## src/sv/pkat_pkg.sv

```systemverilog
`default_nettype none
// ----------------------------------------------------------------------------
// pkat_pkg: shared types and constants
// Request and result formats, table geometry and the table entry layout.
// ----------------------------------------------------------------------------
package pkat_pkg;

	localparam int KEY_BITS   = 12;
	localparam int ID_BITS    = 12;
	localparam int WORD_BITS  = 32;
	localparam int DIV_STEPS  = WORD_BITS;
	localparam int STEP_BITS  = $clog2(DIV_STEPS);

	typedef logic [KEY_BITS-1:0]  key_t;
	typedef logic [WORD_BITS-1:0] word_t;

	typedef enum logic {
		OP_RECORD = 1'b0,
		OP_QUERY  = 1'b1
	} opcode_t;

	typedef struct packed {
		opcode_t              opcode;
		logic [ID_BITS-1:0]   message_id;
		word_t                duration;
	} request_t;

	typedef struct packed {
		word_t average;
		logic  found;
	} result_t;

	typedef struct packed {
		logic  valid;
		word_t count;
		word_t average;
	} entry_t;

	localparam word_t COUNT_MAX = {WORD_BITS{1'b1}};
	localparam word_t COUNT_ONE = word_t'(1);

endpackage
`default_nettype wire

```

## src/sv/pkat_divider.sv

```systemverilog
`default_nettype none
// ----------------------------------------------------------------------------
// pkat_divider: iterative restoring divider
// Divides a 64-bit dividend by a 33-bit divisor, one quotient bit a cycle.
// The upper half of the dividend must be below the divisor.
// ----------------------------------------------------------------------------
module pkat_divider (
	input  wire                                   clk,
	input  wire                                   arst_n,
	input  wire                                   start,
	input  wire  [2*pkat_pkg::WORD_BITS-1:0]      dividend,
	input  wire  [pkat_pkg::WORD_BITS:0]          divisor,
	output logic                                  done,
	output pkat_pkg::word_t                       quotient
);
	import pkat_pkg::*;

	logic                  run_q;
	logic [STEP_BITS-1:0]  step_q;
	logic [WORD_BITS:0]    rem_q;
	word_t                 low_q;
	logic [WORD_BITS:0]    div_q;

	logic [WORD_BITS+1:0]  trial;
	logic [WORD_BITS+1:0]  diff;
	logic                  qbit;
	logic [WORD_BITS:0]    rem_next;

	always_comb begin
		trial    = {rem_q, low_q[WORD_BITS-1]};
		diff     = trial - {1'b0, div_q};
		qbit     = !diff[WORD_BITS+1];
		rem_next = qbit ? diff[WORD_BITS:0] : trial[WORD_BITS:0];
	end

	assign done     = run_q && (step_q == STEP_BITS'(DIV_STEPS - 1));
	assign quotient = {low_q[WORD_BITS-2:0], qbit};

	always_ff @(posedge clk or negedge arst_n) begin
		if (!arst_n) begin
			run_q  <= 1'b0;
			step_q <= '0;
		end else if (start) begin
			run_q  <= 1'b1;
			step_q <= '0;
		end else if (run_q) begin
			step_q <= step_q + 1'b1;
			if (done) begin
				run_q <= 1'b0;
			end
		end
	end

	always_ff @(posedge clk) begin
		if (start) begin
			rem_q <= {1'b0, dividend[2*WORD_BITS-1:WORD_BITS]};
			low_q <= dividend[WORD_BITS-1:0];
			div_q <= divisor;
		end else if (run_q) begin
			rem_q <= rem_next;
			low_q <= quotient;
		end
	end

endmodule
`default_nettype wire

```

## config.mk

```make
export PLATFORM = sky130hd
export DESIGN_NAME = pkat_divider
export DESIGN_NICKNAME = d
export VERILOG_FILES = /design/src/sv/pkat_pkg.sv /design/src/sv/pkat_divider.sv
export SDC_FILE = /design/constraint.sdc
export NUM_CORES = 1
export LEC_CHECK = 0
export BUFFER_PORTS_ARGS = -buffer_cell sky130_fd_sc_hd__buf_4
export CAP_MARGIN = 20
export CORE_MARGIN = 10
export CORE_UTILIZATION = 50
export DETAILED_ROUTE_END_ITERATION = 10
export PLACE_DENSITY = 0.7
export SYNTH_ARGS = -nofsm -noshare
export SYNTH_HDL_FRONTEND = slang
export SYNTH_SLANG_ARGS = --single-unit
```

## constraint.sdc

```tcl
create_clock -name clk -period 4.4 [get_ports clk]
set_clock_uncertainty 0.05 [all_clocks]
set_input_delay 0.88 -clock clk [delete_from_list [all_inputs] [get_ports clk]]
set_output_delay 0.88 -clock clk [all_outputs]
set_load 0.05 [all_outputs]
```

After elaboration in Yosys (flattened, before gate mapping)
Cells that the tools add are included.

storage, ports and cells
  bits in registers = 104
  memory bits (read-only) = 0
  logic and storage cells = 22
  output and inout port bits = 33
  latch bits = 0
  RAM bits = 0
  memories kept = 0

cells by class
  $add $sub $neg = 2
  reduce and logical (&&, ||, !) cells = 3
  equal/unequal tests = 1
  order comparisons = 0
  mux-type cells = 10
  bitwise operators = 0
  shift-type cells = 0
  div/mod/pow operators = 0
  multiply operators = 0

operators with widths
  kind                                                           count
  32-bit two-way mux                                             4
  34-bit by 33-bit subtractor with 34-bit output                 1
  33-bit two-way mux                                             1
  5-bit two-way mux                                              2
  5-bit by 1-bit adder with 5-bit output, second input constant  1
  5-bit equality test, second input constant                     1
  1-bit two-way mux                                              3
  2-bit nonzero test                                             1
  1-bit logical AND                                              1
  1-bit logical NOT                                              1

Logic depth before layout (Yosys ltp)
  depth in word-level cells = 5
  depth in mapped cells = 13
  mapped depth without buffers = 11

Least setup slack after synthesis
OpenSTA, ideal clock, no wires.

  path type = input -> register
  from = in start
  to = reg low_q[0] (enable)
  data required time = 3.661 ns
  stages on the path = 4
  arrival time = 2.645 ns
  path buffers = 2
  slack = 1.016 ns
  cells stage by stage = inv_1 clkbuf_1 clkbuf_1 nand2_1

between the ends
  word-level cells in the longest chain between the ends = 1

ends and longest elaborated chain
  item                          line                source
  start: declaration            pkat_divider.sv:10  input wire start,
  2-bit nonzero test (no line)  --
  end signal: assignment        pkat_divider.sv:57  low_q <= dividend[WORD_BITS-1:0];
  end signal: assignment        pkat_divider.sv:61  low_q <= quotient;
  end: declaration              pkat_divider.sv:21  word_t low_q;

Every way passes these cells.
A chain may end at the register's enable or synchronous reset.

Final worst setup path
  from = reg rem_q[9]
  to = out quotient[0]

between the ends
  word-level cells in the longest chain between the ends = 2

ends and longest elaborated chain
  item                                            line                source
  start: declaration                              pkat_divider.sv:20  logic [WORD_BITS:0] rem_q;
  start signal: assignment                        pkat_divider.sv:56  rem_q <= {1'b0, dividend[2*WORD_BITS-1:WORD_BITS]};
  start signal: assignment                        pkat_divider.sv:60  rem_q <= rem_next;
  34-bit by 33-bit subtractor with 34-bit output  pkat_divider.sv:31  diff = trial - {1'b0, div_q};
  1-bit logical NOT                               pkat_divider.sv:32  qbit = !diff[WORD_BITS+1];
  end: declaration                                pkat_divider.sv:14  output pkat_pkg::word_t quotient

Every way passes these cells.

==> run summary <==
The flow ran to the end, and the final reports show no timing, DRC or antenna violations. The count of buffers inserted at the top-level ports came out at approximately 130. The placed wire-length estimate after detailed placement is around 12 mm. The via count of the first global-routing pass was 5547.

The count of synthesis-stage warnings from yosys came out at 0. The antenna diode count is 0. The clock share of power came out at 15.6%. The number of remaining DRC errors came out at 0. The post-cts sizing count is 0.

The arrival time at the worst endpoint is 2980 ps. In the final layout, the share of cells above drive strength 1 is about a quarter. The number of max-slew violations in the final report came to 0. When the netlist entered floorplanning its net count stood at 819. After synthesis, the cell types taking the most area are sky130_fd_sc_hd__edfxtp_1, sky130_fd_sc_hd__ha_1, sky130_fd_sc_hd__mux2_2.

The worst reg-to-reg setup slack came out at 880 ps. STA classifies the critical path startpoint as a register. The number of enable flip-flop cells after synthesis came out at slightly below 100. The flip-flop and latch area is roughly 3000 µm². The proportion of netlist area held by the largest area contributor came out at 42.44%.

The transition at the pin with the smallest max-transition slack came out at just over 600 ps. The area of the core region is about 13000 µm². The critical path in this run is classified as reg2out. The top cell types in the final layout, fill and taps aside, are sky130_fd_sc_hd__buf_4, sky130_fd_sc_hd__edfxtp_1, sky130_fd_sc_hd__nor2_1, sky130_fd_sc_hd__inv_1, sky130_fd_sc_hd__nand3_1. The number of clock buffers inserted by TritonCTS came out at 9. The wire length after detailed routing came out at 16.55 mm. The largest driver fanout on the critical path came out at 6. For the worst-skew pair, the clock arrives at the later sink with an insertion delay of 360 ps. The count of final setup violators came out at 0. Each instance of the synthesized netlist takes up on average 10.05 µm². The top-level I/O count is about 130.

The analysis attributes to cell leakage a power of 3.314 nW. Setup repair after global routing left no endpoint under its margin. The number of search-and-repair iterations in the first detailed-routing pass came out at 4. The summed negative setup slack over all endpoints is 0 ps. The overall die area is 18810 µm².

Entering global routing, the biggest net connects 59 pins. The number of max-capacitance violations reported came out at 0. Once detail routing completed, the nets flagged for antenna violations numbered 0. The worst hold slack came out at 254.9 ps. The number of placement rows is 42. The top achievable clock speed came out at between 0.2 and 0.3 GHz.

The final critical path takes up 88.82% of the cycle. Global routing used between 10% and 20% of the available tracks. In this run the power spent charging and discharging nets is 2.142 mW. The peak supply drop is 0.0004048 V. Net switching is 42.97% of the power. The total overflow reported by the global router is 0. In this run the critical register-to-register path is launched from low_q[31].

The number of buffers inserted to repair setup after CTS came out at 0. In this run the clock root is driven by a sky130_fd_sc_hd__clkbuf_16. STA classifies the critical path endpoint as an output pin. The via count normalized by instance count came out at 5.674. The starting DRC count in detailed routing came out at between 300 and 400. The multi-input combinational cells in the finished layout cover a total of between 3000 and 4000 µm². In this run the deepest clock path goes through 2 buffers. The number of H-tree branching levels is 3. The filler cells instantiated in the layout total between 1000 and 1500. In the final routed layout, each cell accounts on average for between 15 and 20 µm.

Among all flip-flop cells after synthesis, the most frequent one is sky130_fd_sc_hd__edfxtp_1. After layout, the minimum clock period comes to between 3000 and 4000 ps. The min-delay analysis places its worst path in the category in2async. The width of the die is 137.2 µm. The reg-to-reg endpoint is rem_q[26]. The fraction of power consumed by sequential logic came out at around 30%. The global-route wire length before repair is 27.01 mm. The final hold violation count came to 0.

The combinational group share of total power is 54.5%. The distinct cell type count after synthesis is 67. The power density of the placed cells came out at 625.9 nW/µm².

The number of antenna violations at the first check in global routing is 0. The routability congestion estimate from global placement is 0.9188. Clock-pin slew was measured on the worst setup and hold paths at 80 ps.

The area added between synthesis and finish is 16.04%. The total of hold buffers inserted after clock tree synthesis is 0. The largest total area in the synthesized netlist belongs to sky130_fd_sc_hd__edfxtp_1. The height of the chip came out at 137.2 µm. The fraction of the yosys area taken by sequential cells came out at 44.91%. The number of cells produced by synthesis came out at ~680. The worst slew slack as a fraction of its limit is 58.66%. The via count came out at 5345. The total clock sinks is 104. The leading cell type in the layout, fill and taps excluded is sky130_fd_sc_hd__buf_4. The starting density of the core came out at between 50% and 60%. At the worst endpoint, the required time is 3470 ps.

Counting cells, the worst reg-to-reg path comes to 11. The summed instance area of the synthesized netlist is 6864 µm². The number of nets in the layout is 897. The count of state elements after synthesis is approximately 100.

The internal power of the cells totals between 2 and 3 mW. TritonCTS built the clock tree. After synthesis, the share of flip-flops with an asynchronous set or reset is under 10%.
==> cells in the mapped netlist (3+ instances only) <==
cell and n:
sky130_fd_sc_hd__a211oi_1 3, sky130_fd_sc_hd__a21boi_0 4, sky130_fd_sc_hd__a21o_1 10, sky130_fd_sc_hd__a21oi_1 31, sky130_fd_sc_hd__a311oi_1 3, sky130_fd_sc_hd__a31oi_1 34, sky130_fd_sc_hd__and2_1 6, sky130_fd_sc_hd__and3_1 3
sky130_fd_sc_hd__and4_1 3, sky130_fd_sc_hd__buf_2 13, sky130_fd_sc_hd__buf_4 38, sky130_fd_sc_hd__clkbuf_1 15, sky130_fd_sc_hd__dfrtp_1 6, sky130_fd_sc_hd__edfxtp_1 97, sky130_fd_sc_hd__ha_1 35, sky130_fd_sc_hd__inv_1 44
sky130_fd_sc_hd__mux2_2 33, sky130_fd_sc_hd__nand2_1 25, sky130_fd_sc_hd__nand2b_1 6, sky130_fd_sc_hd__nand3_1 36, sky130_fd_sc_hd__nand4_1 17, sky130_fd_sc_hd__nor2_1 62, sky130_fd_sc_hd__nor2b_1 4, sky130_fd_sc_hd__nor3_1 8
sky130_fd_sc_hd__nor4_1 4, sky130_fd_sc_hd__o211ai_1 5, sky130_fd_sc_hd__o21a_1 6, sky130_fd_sc_hd__o21ai_0 22, sky130_fd_sc_hd__o21ai_1 29, sky130_fd_sc_hd__o31ai_1 4, sky130_fd_sc_hd__or3_1 4, sky130_fd_sc_hd__xnor2_1 18
sky130_fd_sc_hd__xor2_1 10
==> power groups by stage <==
stage	clock network, mW	logic, mW	registers, mW
floorplan	0	2.22	1.46
global placement	0	2.63	1.50
detailed placement	0	2.68	1.50
CTS	0.800	2.70	1.49
global route	0.837	3.00	1.52
finish	0.777	2.72	1.49
==> stage by stage <==
stage | cells | setup WS, ps | utilization (%) | instance area, µm² | power [mW]
3_3_place_gp | 926 | 970.0 | 57.56 | 7684 | 4.127
5_1_grt | 942 | 317.0 | 59.67 | 7965 | 5.360
3_5_place_dp | 926 | 909.6 | 57.56 | 7684 | 4.181
4_1_cts | 942 | 506.4 | 59.67 | 7965 | 4.986
6_report | 942 | 491.8 | 59.67 | 7965 | 4.986
2_1_floorplan | 683 | 1016 | - | 6864 | 3.683
==> flip-flops by register name, summed over array words and instances, names as in the netlist <==
register	cells
div_q	33
low_q	32
rem_q	33
run_q	1
step_q	5
==> routing by layer <==
layer | share of wire [%] | track usage, %
met4 | 1.0 | 4.040
met1 | 44 | 21.56
met5 | 0 | 0
met3 | 8.9 | 7.698
met2 | 46 | 28.56
==> kinds of logic (layout without fill, tap and decap cells) <==
group | Yosys count | after routing | share of synthesized area [%]
AOI/OAI and AO/OA | 178 | 178 | 16.77
xor gates and xnor gates | 28 | 28 | 3.573
adders and majority gates | 36 | 36 | 6.672
buffers and inverters | 116 | 199 | 8.913
DFF | 104 | 104 | 44.91
muxes | 35 | 35 | 5.705
and+or+nand+nor | 186 | 186 | 13.45
==> worst max path at each step <==
stage,slack [ps],startpoint,to,cells after the start
global route,320,rem_q[17],quotient[0],10
floorplan,1020,start,low_q[0],4
finish,490,rem_q[9],quotient[0],10
global placement,970,rem_q[9],quotient[0],10
CTS,510,rem_q[9],quotient[0],10
detailed placement,910,low_q[31],rem_q[26],11
==> worst max-delay path: stages (launching register included) <==
cell and delay (ps):
sky130_fd_sc_hd__edfxtp_1 410, sky130_fd_sc_hd__ha_1 390, sky130_fd_sc_hd__a211oi_1 270, sky130_fd_sc_hd__nor2_1 90, sky130_fd_sc_hd__a211o_1 300, sky130_fd_sc_hd__o2111ai_2 300, sky130_fd_sc_hd__a21oi_1 150, sky130_fd_sc_hd__o31ai_2 280
sky130_fd_sc_hd__nand2_1 150, sky130_fd_sc_hd__inv_1 80, sky130_fd_sc_hd__buf_4 190
==> cell type report <==
| class | count | area share (%) |
|---|---|---|
| Tap cell | 176 | 2.765 |
| Clock buffer | 10 | 2.875 |
| Clock inverter | 6 | 0.6598 |
| Sequential cell | 104 | 38.71 |
| Timing Repair Buffer | 139 | 13.10 |
| Multi-Input combinational cell | 463 | 39.82 |
| Inverter | 44 | 2.074 |
No activity file was read; power rests on OpenSTA's default activity.
